## src/hw/rtl/tpar_pkg.sv

```systemverilog
// Shared types and constants of the attitude rate block.
// Depends on nothing; imported by every RTL module of the block.
package tpar_pkg;

    localparam int QW      = 16;   // quaternion component width
    localparam int EW      = 20;   // rounded error component width
    localparam int D2W     = 38;   // width of ew^2 + ez^2
    localparam int DW      = 19;   // width of its square root
    localparam int MAGW    = 38;   // magnitude of a raw rate
    localparam int GW      = 16;   // gain width
    localparam int NUMW    = 55;   // 2 * gain * magnitude
    localparam int DENW    = 29;   // d * 1024
    localparam int RW      = 24;   // rate width
    localparam int LATENCY = 50;   // accept to result strobe, in cycles

    localparam logic [1:0] REG_GAIN_TILT = 2'd0;
    localparam logic [1:0] REG_GAIN_YAW  = 2'd1;

    typedef struct packed {
        logic [2:0]      neg;
        logic [MAGW-1:0] mag_x;
        logic [MAGW-1:0] mag_y;
        logic [MAGW-1:0] mag_z;
    } t_raw;

    typedef struct packed {
        logic            neg;
        logic            zero;
        logic [NUMW-1:0] num;
        logic [DENW-1:0] den;
    } t_div_req;

endpackage

```

## src/hw/rtl/tpar_sqrt.sv

```systemverilog
// Pipelined integer square root, one result bit per register stage.
// Depends on tpar_pkg.
module tpar_sqrt import tpar_pkg::*; (
    input  logic           i_clk,
    input  logic           i_rst_n,
    input  logic           i_vld,
    input  logic [D2W-1:0] i_rad,
    output logic           o_vld,
    output logic [DW-1:0]  o_root
);

    logic [D2W-1:0] r_rem  [DW+1];
    logic [DW-1:0]  r_root [DW+1];
    logic           r_vld  [DW+1];

    assign r_rem[0]  = i_rad;
    assign r_root[0] = '0;
    assign r_vld[0]  = i_vld;

    for (genvar k = 0; k < DW; k++) begin : g_stage
        localparam int B = DW - 1 - k;
        logic [D2W-1:0] trial;
        logic           take;

        // (r + 2^B)^2 - r^2 = r * 2^(B+1) + 2^(2B)
        always_comb begin
            trial = (D2W'(r_root[k]) << (B + 1)) + (D2W'(1) << (2 * B));
            take  = (r_rem[k] >= trial);
        end

        always_ff @(posedge i_clk) begin
            r_rem[k+1]  <= take ? r_rem[k] - trial : r_rem[k];
            r_root[k+1] <= take ? (r_root[k] | (DW'(1) << B)) : r_root[k];
        end

        always_ff @(posedge i_clk) begin
            if (!i_rst_n) begin
                r_vld[k+1] <= 1'b0;
            end else begin
                r_vld[k+1] <= r_vld[k];
            end
        end
    end

    assign o_vld  = r_vld[DW];
    assign o_root = r_root[DW];

endmodule

```

## config.mk

```make
export PLATFORM = sky130hd
export DESIGN_NAME = tpar_sqrt
export DESIGN_NICKNAME = d
export VERILOG_FILES = /design/src/hw/rtl/tpar_pkg.sv /design/src/hw/rtl/tpar_sqrt.sv
export SDC_FILE = /design/constraint.sdc
export NUM_CORES = 1
export LEC_CHECK = 0
export BUFFER_PORTS_ARGS = -buffer_cell sky130_fd_sc_hd__buf_2
export CORE_AREA = 5 5 313 315
export CTS_CLUSTER_DIAMETER = 120
export CTS_CLUSTER_SIZE = 40
export DETAILED_ROUTE_END_ITERATION = 7
export DIE_AREA = 0 0 318 320
export MAX_ROUTING_LAYER = met4
export SLEW_MARGIN = 20
export SYNTH_ARGS = -nofsm -noshare
export SYNTH_HDL_FRONTEND = slang
export SYNTH_SLANG_ARGS = --single-unit
```

## constraint.sdc

```tcl
create_clock -name i_clk -period 7.4 [get_ports i_clk]
set_input_delay 2.22 -clock i_clk [delete_from_list [all_inputs] [get_ports i_clk]]
set_output_delay 2.22 -clock i_clk [all_outputs]
set_load 0.02 [all_outputs]
```

Word level (Yosys, flattened, before mapping)
Index checks and enable logic that the tools add are counted.
{"block": "op_classes", "addsub": 36, "order_cmp": 19, "n_mux": 19}
{"operator": "two-way mux 38 bit", "n": 18}
{"operator": "greater-or-equal comparator 38 bit", "n": 3}
{"operator": "subtractor 38 bit", "n": 2}
{"operator": "adder 37 x 35 -> 38 bit (second input constant)", "n": 1}
{"operator": "greater-or-equal comparator 38 x 23 -> 1 bit", "n": 1}
{"operator": "greater-or-equal comparator 38 x 24 -> 1 bit", "n": 1}
{"operator": "greater-or-equal comparator 38 x 25 -> 1 bit", "n": 1}
{"operator": "greater-or-equal comparator 38 x 26 -> 1 bit", "n": 1}
{"operator": "greater-or-equal comparator 38 x 27 -> 1 bit", "n": 1}
{"operator": "greater-or-equal comparator 38 x 28 -> 1 bit", "n": 1}
{"operator": "greater-or-equal comparator 38 x 29 -> 1 bit", "n": 1}
{"operator": "greater-or-equal comparator 38 x 30 -> 1 bit", "n": 1}
{"operator": "greater-or-equal comparator 38 x 31 -> 1 bit", "n": 1}
{"operator": "greater-or-equal comparator 38 x 32 -> 1 bit", "n": 1}
{"operator": "greater-or-equal comparator 38 x 33 -> 1 bit", "n": 1}
{"operator": "greater-or-equal comparator 38 x 34 -> 1 bit", "n": 1}
{"operator": "greater-or-equal comparator 38 x 35 -> 1 bit", "n": 1}
{"operator": "greater-or-equal comparator 38 x 36 -> 1 bit", "n": 1}
{"operator": "greater-or-equal comparator 38 x 37 -> 1 bit", "n": 1}
{"operator": "greater-or-equal comparator 38 x 37 -> 1 bit (second input constant)", "n": 1}
{"operator": "subtractor 38 x 23 -> 38 bit", "n": 1}
{"operator": "subtractor 38 x 24 -> 38 bit", "n": 1}
{"operator": "subtractor 38 x 25 -> 38 bit", "n": 1}
{"operator": "subtractor 38 x 26 -> 38 bit", "n": 1}
{"operator": "other kinds (30)", "n": 30}
{"block": "totals", "reg_bits": 1064, "output_inout_bits": 20, "elab_cells": 148}

Longest topological paths before layout
Gate-level depths: netlist of the first run.
{"block": "logic_depth", "word_depth": 3, "ltp_mapped": 13, "depth_no_buf": 11}

Worst setup path before layout of the first run
Ideal clock, no wire load.
{"block": "synth_path", "path_kind": "register to register", "from": "register r_root[132] (netlist bit)", "to": "register r_rem[225] (netlist bit)", "t_arrival_ns": 2.751, "required_time_ns": 7.328, "path_slack_ns": 4.577, "stages_incl_launch_ff": 12, "cell_sequence": "dfxtp_1 -> inv_1 -> ha_1 -> clkbuf_2 -> nand4b_1 -> or4_1 -> nor4_2 -> a2111o_1 -> a21oi_2 -> or4b_4 -> nor4_4 -> xor2_1"}
{"block": "synth_between", "elab_chain_len": 3, "word_cells_on_any_way": 4, "classes_between": "add/sub (2); order compare (1); mux (1)"}
{"element": "from (decl)", "line_no": "tpar_sqrt.sv:13", "source": "logic [DW-1:0] r_root [DW+1];"}
{"element": "from (signal, indexed assignment)", "line_no": "tpar_sqrt.sv:33", "source": "r_root[k+1] <= take ? (r_root[k] | (DW'(1) << B)) : r_root[k];"}
{"element": "adder 25 x 11 -> 26 bit (*)", "line_no": "tpar_sqrt.sv:27", "source": "trial = (D2W'(r_root[k]) << (B + 1)) + (D2W'(1) << (2 * B));"}
{"element": "subtractor 38 x 26 -> 38 bit / greater-or-equal comparator 38 x 26 -> 1 bit (equally long branches)", "line_no": "tpar_sqrt.sv:32, tpar_sqrt.sv:28"}
{"element": "two-way mux 38 bit (*)", "line_no": "tpar_sqrt.sv:32", "source": "r_rem[k+1] <= take ? r_rem[k] - trial : r_rem[k];"}
{"element": "to (signal, indexed assignment)", "line_no": "tpar_sqrt.sv:32"}
{"element": "to (decl)", "line_no": "tpar_sqrt.sv:12", "source": "logic [D2W-1:0] r_rem [DW+1];"}
Mark *: on every way between the ends. The rest lies on a longest branch, timed or not.
A chain may end at the register's enable or synchronous reset.

Worst setup path in the final report of the first run
{"block": "layout_path", "from": "register r_root[40] (netlist bit)", "to": "register r_rem[69] (netlist bit)"}
{"block": "layout_between", "elab_chain_len": 3, "word_cells_on_any_way": 4, "classes_between": "add/sub (2); order compare (1); mux (1)"}
{"element": "adder 21 x 3 -> 22 bit", "line_no": "tpar_sqrt.sv:27"}
{"element": "greater-or-equal comparator 38 bit", "line_no": "tpar_sqrt.sv:28", "source": "take = (r_rem[k] >= trial);"}
{"element": "net g_stage[17].take", "line_no": "tpar_sqrt.sv:23", "source": "logic take;"}
{"element": "two-way mux 38 bit", "line_no": "tpar_sqrt.sv:32"}
The timed path passes the listed nets, and every way through them passes these cells.

==> results.md, run 1 <==
* Status: finished clean
* Reg2reg end: r_rem[69]$_DFF_P_
* Worst Path Arrival at 4070 ps
* Rel. slew slack at 30.44%
* Synthesized netlist cell count at roughly 3200
* Part of the Yosys area used for sequential elements at between 50% and 60%
* Commonest cells after routing, fill and taps aside: dfxtp_1, inv_1, nand2_1, ha_1, nor2_1
* First-pass DRT Iterations at 4
* Port Buffers at 60
* Min-Delay Endpoint: r_root[67]$_DFF_P_
* Total Routed Length at 65180 um
* Initial core utilization at 34.79%
* Initial DRC count at 964
* Via Count at between 20000 and 25000
* CP peak stage delay at between 600 and 700 ps
* Slew @ Worst Pin at about 1000 ps
* Post-CTS Resized at 0
* Total Power at around 13 mW
* Setup TNS at 0 ps
* Max Cap Viol at 0
* Std-Cell Rows at approximately 110
* Slew Viols, Final at 0
* CP cell instances: inv_1, ha_1, nor2b_1, o311ai_0, a21oi_1, a31oi_1, o31ai_1, nor2_2, buf_4, inv_1, nand4_1, xnor2_1
* Most common cell after layout, fill and taps aside: dfxtp_1
* Global-route met1 utilization at 13.26%
* Grt peak-use layer: met2
* DP HPWL at 52350 um
* Max VDD drop at between 0.0002 and 0.00025 V
* Multi-input gate area at between 10000 and 15000 um2
* Synth warnings at 0
* Hold Buf Count CTS at 0
* Vias in the first global route at 21610
* Final Skew at around 70 ps
* Avg Synthesized Cell Area at 10.21 um2
* Largest net degree at the start of global routing at between 40 and 50
* I/O Pins at between 60 and 70
* Most frequent cell on the critical path: inv_1
* Main area contributors after synthesis: dfxtp_1, ha_1, xnor2_1
* Met2 GRT Util at between 20% and 30%
* Antenna violations before repair at 0
* RePlAce Congestion at 0.8946
* CP Class: flip-flop to flip-flop
* Most used flip-flop cell after synthesis: dfxtp_1
* Synthesized area at 32900 um2
* CTS tree: built
* Antenna cells at 0
* RSZ-0062 raised after global routing: no
* WHS Path Cells at 0
* Syn nets at 3469
* Wire per inst at around 14 um
* Slowest cell on the critical path: o31ai_1
* Flop2flop setup slack at between 3000 and 4000 ps
* Final hold violations at 0
* Die height at around 320 um
* Total area of sequential cells at ~18000 um2
* Clk_lat worst skew at between 600 and 700 ps
* Crit Path Max Fanout at 39
* Design Area, Final at between 30000 and 40000 um2
* Clock sinks at 893
* Synth cell types at 77
* EDFF count, synth at 0
* Die Footprint at 101800 um2
* Dpl cells at 4508
* Crit path required time at 7960 ps
* Power Dens Cells at between 300 and 400 nW/um2
* Postcts setup bufs at 0
* Placeable core area at 94590 um2
* Die width at ~320 um
* Post-synth top area share at 54.33%
* Global-route wire length before repair at 107700 um
* Placed cell area at roughly 35000 um2
* # DRC at 0
* Max H-tree Level at 1
* ANT nets after route at 0
* Filler cells at between 9000 and 10000
* Fin crit share at approximately 47%
* Layout cell share with drive strength beyond 1 at 5.479%
* Num CTS Buffers at 29
* Hold path startpoint: r_root[86]$_DFF_P_
* Vias per inst at ~4.7
* Startpoint types: flip-flop
* Crit Reg-Reg Startpoint: r_root[40]$_SDFF_PP1_
* HP Class: flip-flop to flip-flop
* Layout area overhead at 8.252%
* Logic depth of the worst register-to-register path at 12
* Layout Cells excl Fill at roughly 4600
* Post-synth ARST share at 0%
* Setup Viol. Count Final at 0
* Final #Nets at 3520
* Fmax achieved at around 0.28 GHz
* Total Routing Usage GR at roughly an eighth
* Largest area contributor in the netlist: dfxtp_1
* Clock transition at the registers of the reported paths at 130 ps
* Setup crit end kind: flip-flop
* Yosys reg bits at between 800 and 900
* Final core utilization at ~38%
* Fin crit period at between 3000 and 4000 ps
* Clk buf depth at 3
* Met3 Use GR at about 1.3%
* Clk root buf: clkbuf_16
* Leak at 15.70 nW
* Grt ovf at 0
==> cells in the mapped netlist (all sizes together), types with 46 or more instances <==
cell      n
nor4     97
nand2   212
nand2b   46
ha      205
inv     249
a21oi   167
nor3    100
xnor2   150
o21ai   161
xor2    132
a21o     52
nor2    195
dfxtp   893
nand3    48
o21a     48
==> registers in the layout, summed over array words and instances, names as in the netlist <==
signal  flops
o_root     19
o_vld       1
r_rem     684
r_root    171
r_vld      18
==> through the flow <==
step           hold WS (ps)  setup slack, ps
3_3_place_gp          327.8             3979
2_1_floorplan         322.4             4577
4_1_cts               318.9             3851
5_1_grt               334.6             3584
3_5_place_dp          334.5             3921
6_report              325.8             3889
==> cell families (layout without fill, tap and decap cells) <==
group / Yosys count / after routing / synth area share, %
and+or+nand+nor: 937 / 937 / 14.90
DFF: 893 / 893 / 54.33
AOI/OAI and AO/OA: 574 / 574 / 10.88
buffers and inverters: 299 / 361 / 3.487
xor gates and xnor gates: 282 / 282 / 7.506
adders and majority gates: 205 / 205 / 7.795
muxes: 33 / 33 / 1.095
==> final cells by class <==
type                            count  area share [%]
Tap cell                         1265           4.444
Timing Repair Buffer               70           1.054
Clock inverter                     12          0.6077
Clock buffer                       30           2.048
Sequential cell                   893           50.19
Multi-Input combinational cell   2031           39.03
Inverter                          249           2.624
==> critical path, delay by kind of cell (launching register included) <==
family,cells,cell delay [ps]
adder cells (fa/ha/maj),1,350
flip-flops,1,350
AND/OR/NAND/NOR,3,410
XOR/XNOR,1,150
AO/OA/AOI/OAI,4,1490
buffers and inverters,3,600
==> metal layers <==
| metal | share of wire (%) | vias to the layer above |
|---|---|---|
| li1 | - | 11170 |
| met1 | 40 | 9689 |
| met2 | 54 | 236 |
| met3 | 2.2 | 111 |
| met4 | 3.9 | 0 |
| met5 | 0 | - |
==> where the power goes <==
group	total [mW]	leakage (nW)	internal, mW	switching, mW
combinational	4.03	7.75	1.84	2.19
clock	2.27	0.458	0.809	1.46
sequential	6.72	7.48	5.93	0.790
total	13.0	15.7	8.58	4.44
==> worst max-delay path by stage <==
stage                                    end                   from  cells past startpoint  slack, ps
after global routing       r_rem[69]$_DFF_P_  r_root[40]$_SDFF_PP1_                     12       3580
after CTS                  r_rem[69]$_DFF_P_  r_root[40]$_SDFF_PP1_                     12       3850
final                      r_rem[69]$_DFF_P_  r_root[40]$_SDFF_PP1_                     12       3890
after global placement     r_rem[69]$_DFF_P_  r_root[40]$_SDFF_PP1_                     12       3980
after floorplan           r_rem[225]$_DFF_P_    r_root[132]$_DFF_P_                     11       4580
after detailed placement   r_rem[69]$_DFF_P_  r_root[40]$_SDFF_PP1_                     12       3920
(Power assumes the default switching activity.)
==> run 2, diff against run 1 <==
--- a/config.mk
+++ b/config.mk
@@ -5,12 +5,13 @@
 export SDC_FILE = /design/constraint.sdc
 export NUM_CORES = 1
 export LEC_CHECK = 0
+export ABC_AREA = 1
 export BUFFER_PORTS_ARGS = -buffer_cell sky130_fd_sc_hd__buf_2
-export CORE_AREA = 5 5 313 315
+export CORE_AREA = 5 5 338 340
 export CTS_CLUSTER_DIAMETER = 120
 export CTS_CLUSTER_SIZE = 40
 export DETAILED_ROUTE_END_ITERATION = 7
-export DIE_AREA = 0 0 318 320
+export DIE_AREA = 0 0 343 345
 export MAX_ROUTING_LAYER = met4
 export SLEW_MARGIN = 20
 export SYNTH_ARGS = -nofsm -noshare
==> constraint.sdc (replaced) <==
create_clock -name i_clk -period 3.5 [get_ports i_clk]
set_input_delay 1.05 -clock i_clk [delete_from_list [all_inputs] [get_ports i_clk]]
set_output_delay 1.05 -clock i_clk [all_outputs]
set_load 0.02 [all_outputs]
==> results.md, run 2 <==
* Startpoint types: flip-flop
* Most frequent cell on the critical path: nand2_1
* Via Count at 30670
* Largest area contributor in the netlist: dfxtp_1
* Top-count cell post-synth: nand2_1
* Flop2flop setup slack at around 580 ps
* Adder-Cell Fraction of Synth Area at ~6.7%
* Final hold violations at 0
* Syn nets at 5225
* Clock power frac at roughly 16%
* Avg Synthesized Cell Area at between 7 and 8 um2
* Setup crit end kind: flip-flop
* Logic depth of the worst register-to-register path at 13
* Setup Viol. Count Final at 0
* Fin crit share at around 83%
* WP buf/inv at 2
* Layout cell share with drive strength beyond 1 at approximately 4.1%
* Hold Buf Count CTS at 0
* Die Footprint at around 120000 um2
* EDFF count, synth at 0
* Int Power at between 15 and 20 mW
* Clk root buf: clkbuf_16
* Most used flip-flop cell after synthesis: dfxtp_1
* Logic gate share of total power at 39.7%
* Clk buf depth at 3
* Main combinational cell family by area after synthesis: simple AND/OR/NAND/NOR gates
* Slew @ Worst Pin at about 860 ps
* # DRC at 0
* Synth cell count leaders: nand2_1, dfxtp_1, inv_1
* Std-Cell Rows at 123
* Slew Viols, Final at 0
* Post-synthesis mux area share at 0%
* Min-Delay Endpoint: r_root[101]$_DFF_P_
* Routed wl met2 at 46720 um
* Largest reg by FF count: r_rem
* Commonest cells after routing, fill and taps aside: nand2_1, dfxtp_1, inv_1, nor2_1, a21oi_1
* Max Cap Viol at 0
* Global-route wire length before repair at 159000 um
* Worst Path Arrival at between 3000 and 4000 ps
* Postcts setup bufs at 0
* Clock sinks at ~890
* Fmax achieved at between 0.3 and 0.4 GHz
* Final Skew at approximately 73 ps
* Switch share at between 40% and 50%
* RSZ-0062 raised after global routing: no
* M1 WL at about 47000 um
* Clock transition at the registers of the reported paths at about 140 ps
* Routed wl met3 at ~4300 um
* Main area contributors after synthesis: dfxtp_1, nand2_1, inv_1
* RePlAce Congestion at between 0.9 and 1
* Post-synth ARST share at 0%
* Post-synth top area share at 46.62%
* Synthesized area at ~38000 um2
* Wire per inst at between 15 and 20 um
* Rel. slew slack at between 40% and 50%
* Hold WS at ~330 ps
* Grt ovf at 0
* Initial DRC count at approximately 2100
* Max layer used: met4
* Power Dens Cells at 797.4 nW/um2
* Crit Reg-Reg Startpoint: r_root[141]$_DFF_P_
* Clk_lat worst skew at 700 ps
* Synthesized netlist cell count at around 5000
* Slowest cell on the critical path: inv_2
* Layout area overhead at 7.687%
* Final #Nets at between 5000 and 6000
* WHS Path Cells at 0
* Synth Area in Compound Gates at around 7.8%
* First-pass DRT Iterations at 5
* DP HPWL at between 80000 and 90000 um
* CP peak stage delay at approximately 530 ps
* Yosys reg bits at 893
* Crit Path Max Fanout at 30
* Port Buffers at 60
* Filler cells at around 12000
* Initial core utilization at between 30% and 40%
* Synth warnings at 0
* Total Routing Usage GR at ~17%
* CTS tree: built
* Num CTS Buffers at 31
* Largest net degree at the start of global routing at 47
* CP Class: flip-flop to flip-flop
* Antenna violations before repair at 4
* Vias in the first global route at 29400
* Leak at approximately 20 nW
* Placeable core area at ~110000 um2
* Synth Area in XOR/XNOR at approximately 4.3%
* Synth cell types at 57
* Sw power at between 10 and 15 mW
* Die width at approximately 340 um
* Fin crit period at between 2000 and 3000 ps
* Setup TNS at 0 ps
* Part of the Yosys area used for sequential elements at 46.62%
* Max VDD drop at between 0.0005 and 0.0006 V
* Max reg flops at a little under 700
* Synth Area in Simple Gates at between 20% and 30%
* CP cell instances: inv_1, ha_1, a21oi_1, o21ai_2, nand2_1, nand2_1, nand2_1, nand2_2, nand2_1, nand3_2, inv_2, nand2_1, nand2_1
* Reg2reg end: r_rem[251]$_DFF_P_
* Die height at approximately 350 um
* ANT nets after route at 0
* Design Area, Final at 41290 um2
* I/O Pins at between 60 and 70
* Status: finished clean
* Placed cell area at about 40000 um2
* Max H-tree Level at 1
* Most common cell after layout, fill and taps aside: nand2_1
* HP Class: flip-flop to flip-flop
* Vias per inst at between 4 and 5
* Top Family by Delay on Critical Path: simple AND/OR/NAND/NOR gates
* Hold path startpoint: r_root[120]$_SDFF_PN1_
* Total Routed Length at around 100000 um
* Crit path required time at just over 4000 ps
* Sequential Power Share at 44.7%
* Post-CTS Resized at 0
[run 2: cell count changes in the layout (fill, tap and decap cells not counted), sizes merged, moves of 42 or more]
cell,delta
a21oi,+112
inv,+469
nand2,+1113
nand2b,-46
nand3,+212
nand4,+84
nor2,+306
nor4,-42
o21a,-43
xnor2,-64
[run 2: layout make-up]
type | instances | area (um2) | area share (%)
antenna | 1 | 2.502 | 0.006060
clock buffer | 32 | 779.5 | 1.888
clock inverter | 14 | 280.3 | 0.6787
inverter | 718 | 2705 | 6.551
multi-input combinational | 3329 | 17450 | 42.26
sequential | 893 | 17880 | 43.29
tap | 1500 | 1877 | 4.545
timing repair buffer | 63 | 322.8 | 0.7817
[run 2: logic make-up (layout without fill, tap and decap cells)]
family          after synthesis  count (layout)
compound gates              539             539
buf+inv                     757             827
xor+xnor                    188             188
flops                       893             893
other cells                   0               1
fa+ha+maj                   205             205
simple gates               2397            2397
[run 2: how the worst max path moves through the flow]
stage,from,to,slack [ps],cells past startpoint
floorplan,r_root[261]$_DFF_P_,r_rem[485]$_DFF_P_,1600,11
global route,r_root[141]$_DFF_P_,r_rem[251]$_DFF_P_,390,13
global placement,r_root[141]$_DFF_P_,r_rem[251]$_DFF_P_,610,13
CTS,r_root[208]$_DFF_P_,r_rem[362]$_DFF_P_,540,10
detailed placement,r_root[208]$_DFF_P_,r_rem[362]$_DFF_P_,580,10
finish,r_root[141]$_DFF_P_,r_rem[251]$_DFF_P_,580,13
[run 2: routing by layer]
| layer | vias to the layer above | track usage, % |
|---|---|---|
| li1 | 15930 | - |
| met3 | 116 | 1.418 |
| met1 | 14010 | 22.71 |
| met5 | - | - |
| met4 | 0 | 3.335 |
| met2 | 617 | 28.07 |
[run 2: per-stage QoR]
| stage | total power [mW] | setup slack, ps | instances | utilization [%] |
|---|---|---|---|---|
| 3_5_place_dp | 27.94 | 584.0 | 6503 | 36.16 |
| 6_report | 32.93 | 578.6 | 6550 | 37.11 |
| 2_1_floorplan | 24.03 | 1603 | 4979 | - |
| 5_1_grt | 35.68 | 392.3 | 6549 | 37.11 |
| 4_1_cts | 33.15 | 543.4 | 6549 | 37.11 |
| 3_3_place_gp | 27.88 | 606.6 | 6503 | 36.16 |
[run 2: power by group through the flow]
| stage | Sequential, mW | Combinational [mW] | Clock, mW |
|---|---|---|---|
| after floorplan | 14.0 | 10.0 | 0 |
| after global placement | 15.0 | 12.9 | 0 |
| after detailed placement | 15.0 | 12.9 | 0 |
| after CTS | 14.8 | 13.0 | 5.38 |
| after global routing | 15.0 | 14.9 | 5.71 |
| final | 14.7 | 13.1 | 5.14 |
==> run 3, diff against run 2 <==
==> constraint.sdc (replaced) <==
create_clock -name i_clk -period 2.73 [get_ports i_clk]
set_input_delay 0.819 -clock i_clk [delete_from_list [all_inputs] [get_ports i_clk]]
set_output_delay 0.819 -clock i_clk [all_outputs]
set_load 0.02 [all_outputs]
==> results.md, run 3 (same netlist as run 2, synthesis figures left out) <==
* Routed wl met2 at between 40000 and 50000 um
* Slew @ Worst Pin at approximately 810 ps
* Setup TNS at 0 ps
* Max layer used: met4
* Clk root buf: clkbuf_16
* CTS tree: built
* Commonest cells after routing, fill and taps aside: nand2_1, dfxtp_1, inv_1, nor2_1, a21oi_1
* Die Footprint at around 120000 um2
* Routed wl met3 at 4676 um
* Std-Cell Rows at between 100 and 150
* CP Class: flip-flop to flip-flop
* Postcts setup bufs at 0
* Fin crit period at 2560 ps
* Clock sinks at a little under 900
* Total Routed Length at around 100000 um
* Via Count at a little over 30000
* Initial core utilization at 34.46%
* Setup Viol. Count Final at 0
* M1 WL at 47360 um
* Num CTS Buffers at 31
* Clock transition at the registers of the reported paths at 130 ps
* Initial DRC count at about 2200
* Pre-CTS WS at -5.859 ps
* Vias per inst at about 4.7
* Most common cell after layout, fill and taps aside: nand2_1
* Largest net degree at the start of global routing at 45
* First-pass DRT Iterations at 6
* Layout cell share with drive strength beyond 1 at under 10%
* RePlAce Congestion at 0.9596
* Layout area overhead at 8.758%
* I/O Pins at 61
* Total Routing Usage GR at 17.10%
* Die height at approximately 350 um
* Placeable core area at approximately 110000 um2
* Worst Path Arrival at around 3100 ps
* # DRC at 0
* Rel. slew slack at roughly 45%
* Setup crit end kind: flip-flop
* Layout Cells excl Fill at 6600
* Setup ws final at between 150 and 200 ps
* Grt ovf at 0
* ANT nets after route at 0
* Die width at 343 um
* Status: finished clean
* HP Class: input port to flip-flop
* Clk_lat worst skew at ~700 ps
* Startpoint types: flip-flop
* Power Dens Cells at about 1000 nW/um2
* Fmax achieved at around 0.4 GHz
* Fin crit share at between 90% and 100%
* Max VDD drop at roughly 0.00058 V
* RSZ-0062 raised after global routing: no
* Largest reg by FF count: r_rem
* Wire per inst at between 15 and 20 um
* Antenna violations before repair at 2
* Slew Viols, Final at 0
* Crit path required time at 3300 ps
* Vias in the first global route at between 20000 and 30000
* Max H-tree Level at 1
* Crit Path Max Fanout at 33
* Port Buffers at 60
* Dpl cells at around 6600
* Max reg flops at ~700
* Final #Nets at 5330
* DP HPWL at around 83000 um
* Final Skew at slightly above 60 ps
* Global-route wire length before repair at approximately 160000 um
* Clk buf depth at 3
* Final hold violations at 0
* Max Cap Viol at 0
* Leak at a little over 20 nW
## run 3: power breakdown
group,switching [mW],total (mW),internal (mW)
sequential,2.71,18.9,16.2
combinational,10.7,16.9,6.14
clock,4.32,6.73,2.40
## run 3: per-stage QoR
stage               instance area, um2  hold slack, ps  util [%]  power (mW)
detailed placement               40620           332.9     36.50       36.02
global route                     41700           155.9     37.48       46.03
floorplan                        38350           322.4         -       30.80
CTS                              41700           127.0     37.48       42.83
finish                           41710           199.8     37.48       42.53
global placement                 40620           330.4     36.50       35.97
## run 3: critical path, cell delays in order (launching register included)
cell and delay, ps:
dfxtp_1 500, inv_1 80, ha_1 390, nand2_1 130, nor2_1 240, nor3b_2 200
nand2_1 80, nand2_1 150, nand2_2 90, nand2_4 210, nor2_4 60, buf_12 180
nand2_1 70, nand2_1 60
## run 3: path summary, 6_finish.rpt
check	start	end	slack, ps	cells after the start
min reg2reg	r_rem[153]$_DFF_P_	r_rem[115]$_DFF_P_	320	0
min	i_rad[20]	r_rem[704]$_DFF_P_	200	1
max reg2reg	r_root[92]$_DFF_P_	r_rem[125]$_DFF_P_	170	13
max	r_root[92]$_DFF_P_	r_rem[125]$_DFF_P_	170	13
## run 3: per-layer routing
layer | track usage, % | vias up
met2 | 28.34 | 693
met1 | 22.79 | 14010
met4 | 3.874 | 0
li1 | - | 16030
met3 | 1.501 | 128
met5 | - | -
## run 3: timing repair
| action | in CTS | in global routing |
|---|---|---|
| hold buffers | 0 | 0 |
| hold endpoints to repair | 0 | 0 |
| endpoints found under the setup margin | 2 | 0 |
| resized for setup | 1 | 0 |
## run 3: layout make-up
cell class	instances	area [um2]
Fill cell	11620	69560
Sequential cell	893	17880
Multi-Input combinational cell	3329	17460
Inverter	718	2705
Tap cell	1500	1877
Clock buffer	31	775.7
Timing Repair Buffer	111	708.2
Clock inverter	17	302.8
Antenna cell	1	2.502
